File: src/hdl/serial_line_field_extractor_assert.svh
// ----------------------------------------------------------------------------
// serial_line_field_extractor_assert.svh
// Assertion macros used by the line field extractor RTL.
// ----------------------------------------------------------------------------
`ifndef SERIAL_LINE_FIELD_EXTRACTOR_ASSERT_SVH
`define SERIAL_LINE_FIELD_EXTRACTOR_ASSERT_SVH

// Same-cycle implication, disabled during reset
`define SLFE_ASSERT_IMP(label, clk, rst_n, ante, cons) \
	label: assert property (@(posedge clk) disable iff (!rst_n) (ante) |-> (cons)) \
		else $error("serial_line_field_extractor: check failed");

// Next-cycle implication, disabled during reset
`define SLFE_ASSERT_NXT(label, clk, rst_n, ante, cons) \
	label: assert property (@(posedge clk) disable iff (!rst_n) (ante) |=> (cons)) \
		else $error("serial_line_field_extractor: check failed");

`endif

File: src/hdl/slfe_pkg.sv
// ----------------------------------------------------------------------------
// slfe_pkg
// Types, character codes and constants of the line field extractor.
// ----------------------------------------------------------------------------
package slfe_pkg;

	// Character codes
	localparam logic [7:0] CH_LF    = 8'h0A;
	localparam logic [7:0] CH_CR    = 8'h0D;
	localparam logic [7:0] CH_SPACE = 8'h20;
	localparam logic [7:0] CH_TAB   = 8'h09;
	localparam logic [7:0] CH_VT    = 8'h0B;
	localparam logic [7:0] CH_FF    = 8'h0C;
	localparam logic [7:0] CH_PLUS  = 8'h2B;
	localparam logic [7:0] CH_MINUS = 8'h2D;
	localparam logic [7:0] CH_DOT   = 8'h2E;
	localparam logic [7:0] CH_ZERO  = 8'h30;
	localparam logic [7:0] CH_NINE  = 8'h39;

	// Register indexes on the configuration port
	localparam logic [1:0] REG_SLOT_A = 2'd0;
	localparam logic [1:0] REG_SLOT_B = 2'd1;
	localparam logic [1:0] REG_SLOT_C = 2'd2;

	// Reset positions of the slots
	localparam logic [4:0] SLOT_A_RESET = 5'd4;
	localparam logic [4:0] SLOT_B_RESET = 5'd6;
	localparam logic [4:0] SLOT_C_RESET = 5'd8;

	localparam logic [4:0]  TOKEN_CAP = 5'd31;
	localparam logic [31:0] MAG_CAP   = 32'h8000_0000;
	localparam logic [31:0] POS_SAT   = 32'h7FFF_FFFF;

	// Number parse phase
	typedef enum logic [3:0] {
		PH_LEAD = 4'b0001,
		PH_INT  = 4'b0010,
		PH_FRAC = 4'b0100,
		PH_STOP = 4'b1000
	} phase_t;

	// Per-byte commands from the line tracker to the number parser
	typedef struct packed {
		logic feed;     // parse this byte
		logic restart;  // a new token starts with this byte
		logic clear;    // end of line
	} parse_ctrl_t;

	typedef struct packed {
		logic [7:0] rx_byte;
	} in_item_t;

	typedef struct packed {
		logic signed [31:0] value_a;
		logic signed [31:0] value_b;
		logic signed [31:0] value_c;
		logic [4:0]         tokens_seen;
	} out_item_t;

	// Scale factor for the missing fraction digits
	function automatic logic [13:0] pow10(input logic [2:0] n);
		logic [13:0] r;
		case (n)
			3'd0:    r = 14'd1;
			3'd1:    r = 14'd10;
			3'd2:    r = 14'd100;
			3'd3:    r = 14'd1000;
			3'd4:    r = 14'd10000;
			default: r = 14'd1;
		endcase
		return r;
	endfunction

endpackage

File: src/hdl/slfe_stream_if.sv
// ----------------------------------------------------------------------------
// slfe_stream_if
// Valid/ready stream channel carrying one payload item per transfer.
// ----------------------------------------------------------------------------
interface slfe_stream_if #(
	parameter type data_t = logic [7:0]
) ();
	logic  valid;
	logic  ready;
	data_t data;

	modport source (output valid, output data, input ready);
	modport sink   (input valid, input data, output ready);
endinterface

File: src/hdl/slfe_number_parser.sv
// ----------------------------------------------------------------------------
// slfe_number_parser
// Parses the current token as a signed decimal number, one byte per cycle while
// fed, and presents its scaled, saturated value.
// ----------------------------------------------------------------------------
module slfe_number_parser #(
	parameter int FRACTION_DIGITS = 2
) (
	input  logic                 clk,
	input  logic                 arst_n,
	input  slfe_pkg::parse_ctrl_t ctrl,
	input  logic [7:0]           rx_byte,
	output logic signed [31:0]   value
);

	localparam int FW = $clog2(FRACTION_DIGITS + 2);
	localparam logic [FW-1:0] FD_MAX = FW'(FRACTION_DIGITS);

	slfe_pkg::phase_t phase_q;
	logic             neg_q;
	logic [FW-1:0]    frac_q;
	logic [31:0]      acc_q;

	slfe_pkg::phase_t ph, ph_d;
	logic             neg, neg_d;
	logic [FW-1:0]    frac, frac_d;
	logic [31:0]      acc, acc_d;
	logic             is_digit;
	logic [34:0]      acc_x10;
	logic [31:0]      acc_add;
	logic [2:0]       pad;
	logic [45:0]      scaled;
	logic             sat;

	// Start from a fresh number when a token begins
	always_comb begin
		ph   = ctrl.restart ? slfe_pkg::PH_LEAD : phase_q;
		neg  = ctrl.restart ? 1'b0 : neg_q;
		frac = ctrl.restart ? '0 : frac_q;
		acc  = ctrl.restart ? '0 : acc_q;
	end

	// Multiply by ten and add the digit, capped at 2^31
	assign is_digit = (rx_byte >= slfe_pkg::CH_ZERO) && (rx_byte <= slfe_pkg::CH_NINE);
	assign acc_x10  = {acc, 3'b000} + 35'({acc, 1'b0}) + 35'(rx_byte[3:0]);
	assign acc_add  = (acc_x10 >= 35'(slfe_pkg::MAG_CAP)) ? slfe_pkg::MAG_CAP : acc_x10[31:0];

	// Advance the parse phase for one byte
	always_comb begin
		ph_d   = ph;
		neg_d  = neg;
		frac_d = frac;
		acc_d  = acc;
		unique case (ph)
			slfe_pkg::PH_LEAD: begin
				if (rx_byte == slfe_pkg::CH_TAB || rx_byte == slfe_pkg::CH_VT ||
					rx_byte == slfe_pkg::CH_FF) begin
					ph_d = slfe_pkg::PH_LEAD;
				end else if (rx_byte == slfe_pkg::CH_PLUS) begin
					ph_d = slfe_pkg::PH_INT;
				end else if (rx_byte == slfe_pkg::CH_MINUS) begin
					neg_d = 1'b1;
					ph_d  = slfe_pkg::PH_INT;
				end else if (is_digit) begin
					acc_d = acc_add;
					ph_d  = slfe_pkg::PH_INT;
				end else if (rx_byte == slfe_pkg::CH_DOT) begin
					ph_d = slfe_pkg::PH_FRAC;
				end else begin
					ph_d = slfe_pkg::PH_STOP;
				end
			end
			slfe_pkg::PH_INT: begin
				if (is_digit) begin
					acc_d = acc_add;
				end else if (rx_byte == slfe_pkg::CH_DOT) begin
					ph_d = slfe_pkg::PH_FRAC;
				end else begin
					ph_d = slfe_pkg::PH_STOP;
				end
			end
			slfe_pkg::PH_FRAC: begin
				if (is_digit) begin
					// drop digits beyond the kept precision
					if (frac < FD_MAX) begin
						acc_d  = acc_add;
						frac_d = frac + 1'b1;
					end
				end else begin
					ph_d = slfe_pkg::PH_STOP;
				end
			end
			slfe_pkg::PH_STOP: begin
				ph_d = slfe_pkg::PH_STOP;
			end
			default: begin
				ph_d = slfe_pkg::PH_STOP;
			end
		endcase
	end

	// Hold the parse state; clear it at the end of a line
	always_ff @(posedge clk or negedge arst_n) begin
		if (!arst_n) begin
			phase_q <= slfe_pkg::PH_LEAD;
			neg_q   <= 1'b0;
			frac_q  <= '0;
			acc_q   <= '0;
		end else if (ctrl.clear) begin
			phase_q <= slfe_pkg::PH_LEAD;
			neg_q   <= 1'b0;
			frac_q  <= '0;
			acc_q   <= '0;
		end else if (ctrl.feed) begin
			phase_q <= ph_d;
			neg_q   <= neg_d;
			frac_q  <= frac_d;
			acc_q   <= acc_d;
		end
	end

	// Scale by the missing fraction digits, then saturate and apply the sign
	assign pad    = 3'(FRACTION_DIGITS) - 3'(frac_q);
	assign scaled = 46'(acc_q) * 46'(slfe_pkg::pow10(pad));
	assign sat    = |scaled[45:31];

	always_comb begin
		if (neg_q) begin
			value = sat ? slfe_pkg::MAG_CAP : (32'd0 - scaled[31:0]);
		end else begin
			value = sat ? slfe_pkg::POS_SAT : scaled[31:0];
		end
	end

endmodule

File: src/hdl/serial_line_field_extractor.sv
// ----------------------------------------------------------------------------
// serial_line_field_extractor
// Splits received text lines into space separated tokens and parses three
// selected tokens as signed decimal numbers.
// ----------------------------------------------------------------------------
// Takes one received byte per clock on rx and, for every newline, returns on
// fields the three held values (scaled by 10^FRACTION_DIGITS, saturated to
// 32 bits) and the token count of the line. Carriage returns are dropped and
// bytes past the first LINE_LIMIT-1 of a line are ignored. Each byte is held in
// the input register and then passes through the token and number update
// logic into the result register, so a result is offered on fields once its
// newline leaves the input register, and bytes stream at one per cycle as
// long as the result register is free or being taken. Slot positions are set
// through the APB port at offsets 0x0, 0x4 and 0x8; a position of 0 disables
// that slot.
// ----------------------------------------------------------------------------
`include "serial_line_field_extractor_assert.svh"

module serial_line_field_extractor #(
	parameter int LINE_LIMIT      = 44,
	parameter int FRACTION_DIGITS = 2
) (
	input  logic         clk,
	input  logic         arst_n,
	slfe_stream_if.sink   rx,
	slfe_stream_if.source fields,
	input  logic         psel,
	input  logic         penable,
	input  logic         pwrite,
	input  logic [3:0]   paddr,
	input  logic [31:0]  pwdata,
	output logic [31:0]  prdata,
	output logic         pready
);

	localparam int CW = $clog2(LINE_LIMIT);
	localparam logic [CW-1:0] LIMIT_LAST = CW'(LINE_LIMIT - 1);

	// Configuration registers
	logic [4:0] slot_a_q, slot_b_q, slot_c_q;
	logic       cfg_wr;

	// Input stage
	logic       s1_v_q;
	logic [7:0] byte_s1;
	logic       s1_go;

	// Line state
	logic [CW-1:0] char_cnt_q;
	logic [4:0]    token_cnt_q;
	logic          inside_q;
	logic signed [31:0] held_a_q, held_b_q, held_c_q;
	logic signed [31:0] held_a_d, held_b_d, held_c_d;

	// Result register
	logic                out_v_q;
	slfe_pkg::out_item_t out_q;
	logic                out_free;

	// Byte decode
	logic s1_nl, s1_cr, s1_sp, line_full;
	logic step, kept, finish, begin_tok;
	slfe_pkg::parse_ctrl_t pctrl;
	logic signed [31:0] tok_value;

	// APB write and readback
	assign pready = 1'b1;
	assign cfg_wr = psel && penable && pwrite && pready;

	always_ff @(posedge clk or negedge arst_n) begin
		if (!arst_n) begin
			slot_a_q <= slfe_pkg::SLOT_A_RESET;
			slot_b_q <= slfe_pkg::SLOT_B_RESET;
			slot_c_q <= slfe_pkg::SLOT_C_RESET;
		end else if (cfg_wr) begin
			unique case (paddr[3:2])
				slfe_pkg::REG_SLOT_A: slot_a_q <= pwdata[4:0];
				slfe_pkg::REG_SLOT_B: slot_b_q <= pwdata[4:0];
				slfe_pkg::REG_SLOT_C: slot_c_q <= pwdata[4:0];
				default: ;
			endcase
		end
	end

	always_comb begin
		unique case (paddr[3:2])
			slfe_pkg::REG_SLOT_A: prdata = 32'(slot_a_q);
			slfe_pkg::REG_SLOT_B: prdata = 32'(slot_b_q);
			slfe_pkg::REG_SLOT_C: prdata = 32'(slot_c_q);
			default:              prdata = '0;
		endcase
	end

	// Flow control: only a newline needs room in the result register
	assign out_free = !out_v_q || fields.ready;
	assign s1_nl    = (byte_s1 == slfe_pkg::CH_LF);
	assign s1_go    = !s1_nl || out_free;
	assign rx.ready = !s1_v_q || s1_go;

	// Input register
	always_ff @(posedge clk or negedge arst_n) begin
		if (!arst_n) begin
			s1_v_q <= 1'b0;
		end else if (rx.valid && rx.ready) begin
			s1_v_q <= 1'b1;
		end else if (s1_go) begin
			s1_v_q <= 1'b0;
		end
	end

	always_ff @(posedge clk) begin
		if (rx.valid && rx.ready) begin
			byte_s1 <= rx.data.rx_byte;
		end
	end

	// Classify the byte in the input register
	assign s1_cr     = (byte_s1 == slfe_pkg::CH_CR);
	assign s1_sp     = (byte_s1 == slfe_pkg::CH_SPACE);
	assign line_full = (char_cnt_q >= LIMIT_LAST);
	assign step      = s1_v_q && s1_go;
	assign kept      = step && !s1_nl && !s1_cr && !line_full;
	assign finish    = inside_q && ((step && s1_nl) || (kept && s1_sp));
	assign begin_tok = kept && !s1_sp && !inside_q;

	assign pctrl.feed    = kept && !s1_sp;
	assign pctrl.restart = begin_tok;
	assign pctrl.clear   = step && s1_nl;

	slfe_number_parser #(
		.FRACTION_DIGITS(FRACTION_DIGITS)
	) u_parser (
		.clk    (clk),
		.arst_n (arst_n),
		.ctrl   (pctrl),
		.rx_byte(byte_s1),
		.value  (tok_value)
	);

	// Latch a finished token into every slot that selects it
	always_comb begin
		held_a_d = held_a_q;
		held_b_d = held_b_q;
		held_c_d = held_c_q;
		if (finish) begin
			if (slot_a_q != '0 && slot_a_q == token_cnt_q) held_a_d = tok_value;
			if (slot_b_q != '0 && slot_b_q == token_cnt_q) held_b_d = tok_value;
			if (slot_c_q != '0 && slot_c_q == token_cnt_q) held_c_d = tok_value;
		end
	end

	// Advance line state
	always_ff @(posedge clk or negedge arst_n) begin
		if (!arst_n) begin
			char_cnt_q  <= '0;
			token_cnt_q <= '0;
			inside_q    <= 1'b0;
			held_a_q    <= '0;
			held_b_q    <= '0;
			held_c_q    <= '0;
		end else begin
			held_a_q <= held_a_d;
			held_b_q <= held_b_d;
			held_c_q <= held_c_d;
			if (step && s1_nl) begin
				char_cnt_q  <= '0;
				token_cnt_q <= '0;
				inside_q    <= 1'b0;
			end else if (kept) begin
				char_cnt_q <= char_cnt_q + 1'b1;
				if (begin_tok) begin
					inside_q <= 1'b1;
					if (token_cnt_q != slfe_pkg::TOKEN_CAP) begin
						token_cnt_q <= token_cnt_q + 1'b1;
					end
				end else if (finish) begin
					inside_q <= 1'b0;
				end
			end
		end
	end

	// Result register: load on newline, drop once transferred
	always_ff @(posedge clk or negedge arst_n) begin
		if (!arst_n) begin
			out_v_q <= 1'b0;
		end else if (step && s1_nl) begin
			out_v_q <= 1'b1;
		end else if (fields.ready) begin
			out_v_q <= 1'b0;
		end
	end

	always_ff @(posedge clk) begin
		if (step && s1_nl) begin
			out_q.value_a     <= held_a_d;
			out_q.value_b     <= held_b_d;
			out_q.value_c     <= held_c_d;
			out_q.tokens_seen <= token_cnt_q;
		end
	end

	assign fields.valid = out_v_q;
	assign fields.data  = out_q;

	// Checks
	`SLFE_ASSERT_NXT(a_nl_loads_result, clk, arst_n, step && s1_nl, out_v_q)
	`SLFE_ASSERT_NXT(a_nl_clears_line, clk, arst_n, step && s1_nl, token_cnt_q == '0 && !inside_q && char_cnt_q == '0)
	`SLFE_ASSERT_IMP(a_char_bound, clk, arst_n, 1'b1, char_cnt_q <= LIMIT_LAST)
	`SLFE_ASSERT_IMP(a_tokens_need_chars, clk, arst_n, 1'b1, 9'(token_cnt_q) <= 9'(char_cnt_q))
	`SLFE_ASSERT_NXT(a_s1_holds, clk, arst_n, s1_v_q && !s1_go, s1_v_q && $stable(byte_s1))

endmodule

File: src/flat_wrapper.sv
// flat-port wrapper written by rule: the top's interface ports become plain ports
module serial_line_field_extractor_flat import slfe_pkg::*;
#(
	parameter int LINE_LIMIT      = 44,
	parameter int FRACTION_DIGITS = 2
)
  (clk, arst_n, psel, penable, pwrite, paddr, pwdata, prdata, pready, rx_valid, rx_data, rx_ready, fields_valid, fields_data, fields_ready);
  slfe_stream_if #(.data_t(in_item_t)) rx_i ();
  slfe_stream_if #(.data_t(out_item_t)) fields_i ();
  input  logic clk;
  input  logic arst_n;
  input  logic psel;
  input  logic penable;
  input  logic pwrite;
  input  logic [3:0] paddr;
  input  logic [31:0] pwdata;
  output logic [31:0] prdata;
  output logic pready;
  input wire logic [$bits(rx_i.valid)-1:0] rx_valid;
  input wire logic [$bits(rx_i.data)-1:0] rx_data;
  output wire logic [$bits(rx_i.ready)-1:0] rx_ready;
  output wire logic [$bits(fields_i.valid)-1:0] fields_valid;
  output wire logic [$bits(fields_i.data)-1:0] fields_data;
  input wire logic [$bits(fields_i.ready)-1:0] fields_ready;
  assign rx_i.valid = rx_valid;
  assign rx_i.data = rx_data;
  assign rx_ready = rx_i.ready;
  assign fields_valid = fields_i.valid;
  assign fields_data = fields_i.data;
  assign fields_i.ready = fields_ready;
  serial_line_field_extractor #(.LINE_LIMIT(LINE_LIMIT), .FRACTION_DIGITS(FRACTION_DIGITS)) u_core (.clk(clk), .arst_n(arst_n), .rx(rx_i), .fields(fields_i), .psel(psel), .penable(penable), .pwrite(pwrite), .paddr(paddr), .pwdata(pwdata), .prdata(prdata), .pready(pready));
endmodule
File: config.mk
export PLATFORM = sky130hd
export DESIGN_NAME = serial_line_field_extractor_flat
export DESIGN_NICKNAME = d
export VERILOG_FILES = /design/src/hdl/slfe_pkg.sv /design/src/hdl/slfe_stream_if.sv /design/src/hdl/slfe_number_parser.sv /design/src/hdl/serial_line_field_extractor.sv /design/src/flat_wrapper.sv
export VERILOG_INCLUDE_DIRS = /design/src /design/src/hdl
export SDC_FILE = /design/constraint.sdc
export NUM_CORES = 1
export LEC_CHECK = 0
export ABC_CLOCK_PERIOD_IN_PS = 7750
export BUFFER_PORTS_ARGS = -buffer_cell sky130_fd_sc_hd__buf_2
export CORE_MARGIN = 5
export CORE_UTILIZATION = 30
export DETAILED_ROUTE_END_ITERATION = 6
export PLACE_DENSITY = 0.45
export SYNTH_ARGS = -nofsm -noshare
export SYNTH_HDL_FRONTEND = slang
export SYNTH_SLANG_ARGS = --single-unit
File: constraint.sdc
create_clock -name clk -period 7.75 [get_ports clk]
set_input_delay 2.325 -clock clk [delete_from_list [all_inputs] [get_ports clk]]
set_output_delay 2.325 -clock clk [all_outputs]
set_load 0.1 [all_outputs]
==> metrics.md <==
| Metric | Value |
|---|---|
| Slew HR | `0.192` |
| Slowest cell on crit path | `or4_4` |
| Largest net degree at the start of global routing | `128` |
| Critical Path Sink Type | `flop` |
| Fin crit share | `1.03` |
| Critical path class | `flop to flop` |
| Post-Syn Area per Cell | `9.92 um^2` |
| P&R area growth vs syn | `30.4%` |
| First-pass GRT wire length | `115000 um` |
| Post-synth top area share | `0.229` |
| Initial antenna violation count | `0` |
| GRT Residual Overflow | `0` |
| Peak Freq | `125 MHz` |
| Post-Place Setup Slack | `-0.474 ns` |
| Total track usage | `0.148` |
| DIE HEIGHT | `305 um` |
| Drt pass-1 iters | `5` |
| Post-synthesis sequential area ratio | `0.284` |
| DR iter-0 viols | `875` |
| Fin. max-slew vios | `0` |
| Antenna Cells | `0` |
| EDFF count, synth | `109` |
| Final min period | `7.98 ns` |
| Min-delay worst type | `flop to flop` |
| CP peak stage delay | `0.57 ns` |
| Share of cells above drive strength 1 | `0.257` |
| Failing checks | `setup timing` |
| Starting Density | `0.301` |
| Die ar. | `92800 um^2` |
| # setup viols final | `152` |
| Final worst slack | `-0.230 ns` |
| Placer Congestion | `0.891` |
| Worst-Skew Late Latency | `0.59 ns` |
| Drt drc | `0` |
| Clock H-tree levels | `1` |
| Worst-margin pin slew | `1.21 ns` |
| Routed Antenna Nets | `0` |
| Row count | `108` |
| Most common cell after layout, fill and taps aside | `inv_1` |
| Cell Area, Synth | `26000 um^2` |
| Top post-synthesis cells by area | `fa_1 23%, dfrtp_1 15%, edfxtp_1 13%` |
| Total CTS buffers | `29` |
| Final hold vios | `0` |
| Ys Warns | `0` |
| Die width | `305 um` |
| Post-synthesis cell type count | `86` |
| Setup TNS | `-14.75 ns` |
| CTS Hold Bufs | `0` |
| Core Area | `86500 um^2` |
| Routed WL | `71700 um` |
| CTS sink cnt | `273` |
| Vias in the first global route | `21800` |
| DR vias/cell | `4.67` |
| Synth Register Bits | `273` |
| Post-DP Area | `30800 um^2` |
| Max-cap violations | `0` |
| CP most frequent cell | `fa_1` |
| CTS tree | `built` |
| Post-Synthesis Cells | `2623` |
| RSZ-0062 raised after global routing | `yes` |
| Routed WL per cell | `16.3 um` |
| Post-DP HPWL | `57300 um` |
| Worst EP required | `8.12 ns` |
| Port Buffers | `129` |
| Max Root-Sink Buffers | `3` |
| Critical Path Fanout Max | `6` |
| Post-synth ARST share | `0.601` |
| Status | `finished with violations` |
| Final Instance Area | `33900 um^2` |
| Largest area contributor in the netlist | `fa_1` |
| Max Clock Skew | `0.0370 ns` |
| Most frequent cells in the layout | `368 x inv_1, 303 x buf_4, 288 x fa_1, 263 x nand2_1, 220 x conb_1` |
| Layout net count | `3758` |
| CP arrival | `8.35 ns` |
| IO Count | `187` |
| DR vias | `20500` |
| Worst setup SP type | `flop` |
| CTS root buf | `clkbuf_16` |
| Worst hold slack | `0.463 ns` |
| Most used flip-flop cell after synthesis | `dfrtp_1` |
| Clk slew on worst S/H paths | `0.07 ns` |
==> cells by family (layout without fill, tap and decap cells) <==
logic type,count (synthesis),after routing,share of synthesized area
simple gates,687,687,0.128
compound gates,552,552,0.147
buf+inv,507,899,0.0786
fa+ha+maj,497,497,0.325
flops,273,273,0.284
xor+xnor,73,73,0.0246
mux,32,32,0.0132
other cells,2,220,0.000288
==> final timing paths <==
kind / startpoint / endpoint / slack [ns] / depth (start not counted)
setup / recovery: u_core.u_parser.frac_q[1]$_DFFE_PN0P_ / u_core.fields.data[9]$_DFFE_PP_ / -0.23 / 30
hold / removal: u_core.held_a_q[0]$_DFF_PN0_ / u_core.held_a_q[0]$_DFF_PN0_ / 0.46 / 2
setup reg to reg: u_core.u_parser.frac_q[1]$_DFFE_PN0P_ / u_core.fields.data[9]$_DFFE_PP_ / -0.23 / 30
hold reg to reg: u_core.held_a_q[0]$_DFF_PN0_ / u_core.held_a_q[0]$_DFF_PN0_ / 0.46 / 2
max in group asynchronous: arst_n / u_core.held_c_q[20]$_DFF_PN0_ / 4.94 / 2
min in group asynchronous: arst_n / u_core.u_parser.acc_q[7]$_DFFE_PN0P_ / 1.65 / 1
==> state kept, by name, indices dropped and copies added, names as in the netlist <==
signal	cells
u_core.byte_s1	8
u_core.char_cnt_q	6
u_core.fields.data	101
u_core.fields.valid	1
u_core.held_a_q	32
u_core.held_b_q	32
u_core.held_c_q	32
u_core.inside_q	1
u_core.s1_v_q	1
u_core.slot_a_q	5
u_core.slot_b_q	5
u_core.slot_c_q	5
u_core.token_cnt_q	5
u_core.u_parser.acc_q	32
u_core.u_parser.frac_q	2
u_core.u_parser.neg_q	1
u_core.u_parser.phase_q	4
==> layer usage <==
layer | part of all wire | up-vias | routed length (um) | GRT usage
met1 | 0.46 | 10100 | 32700 | 0.202
met2 | 0.48 | 320 | 34700 | 0.256
met5 | 0 | - | 0 | 0
li1 | - | 9938 | - | -
met4 | 0.031 | 0 | 2260 | 0.0403
met3 | 0.028 | 97 | 2020 | 0.0123
==> worst max-delay path: cells and delay by family (launching register included) <==
family | cells | cell delay [ns]
adders and majority gates | 7 | 3.23
and+or+nand+nor | 7 | 1.88
DFF | 1 | 0.45
buffers and inverters | 10 | 0.97
AOI/OAI and AO/OA | 6 | 1.21
==> repair_timing <==
item | 4_1_cts | 5_1_grt
cloned | 0 | 8
setup buffers | 3 | 24
endpoints found under the setup margin | 192 | 192
pin swaps | 5 | 131
gates resized for setup | 77 | 299
==> synthesized netlist by cell type (14+ instances only) <==
cell type and number:
a22o_1 27, inv_1 375, dfrtp_1 159, a31oi_1 15, o211ai_1 28, and2_1 62
fa_1 298, nor3_1 29, xnor2_1 35, nand2_1 291, mux2_2 18, xor2_1 38
edfxtp_1 109, and3_1 19, o31ai_1 53, a21o_1 46, a211oi_1 14, o21ai_0 90
nand3_1 42, clkbuf_1 80, ha_1 199, nor2_1 100, mux2i_1 14, buf_2 18
nor2b_1 17, nor4_1 17, nand4_1 27, buf_4 28, or3_1 16, a21oi_1 122
nand2b_1 19
==> layout make-up <==
cell class,instances,area [um^2]
flip-flops and latches,273,7380
multi-input cells,2061,19200
well taps,1155,1450
inverters,376,1410
repair buffers,469,3540
fillers,8692,52500
clock inverters,18,179
clock buffers,36,772
==> metrics by stage <==
stage	util	cells
3_3_place_gp	0.356	4302
3_5_place_dp	0.356	4302
2_1_floorplan	-	2841
4_1_cts	0.371	4359
5_1_grt	0.393	4388
6_report	0.393	4388
Power is left out: the tool's default activity adds up to more than one toggle a clock period on the data nets, which glitch-free logic cannot reach.
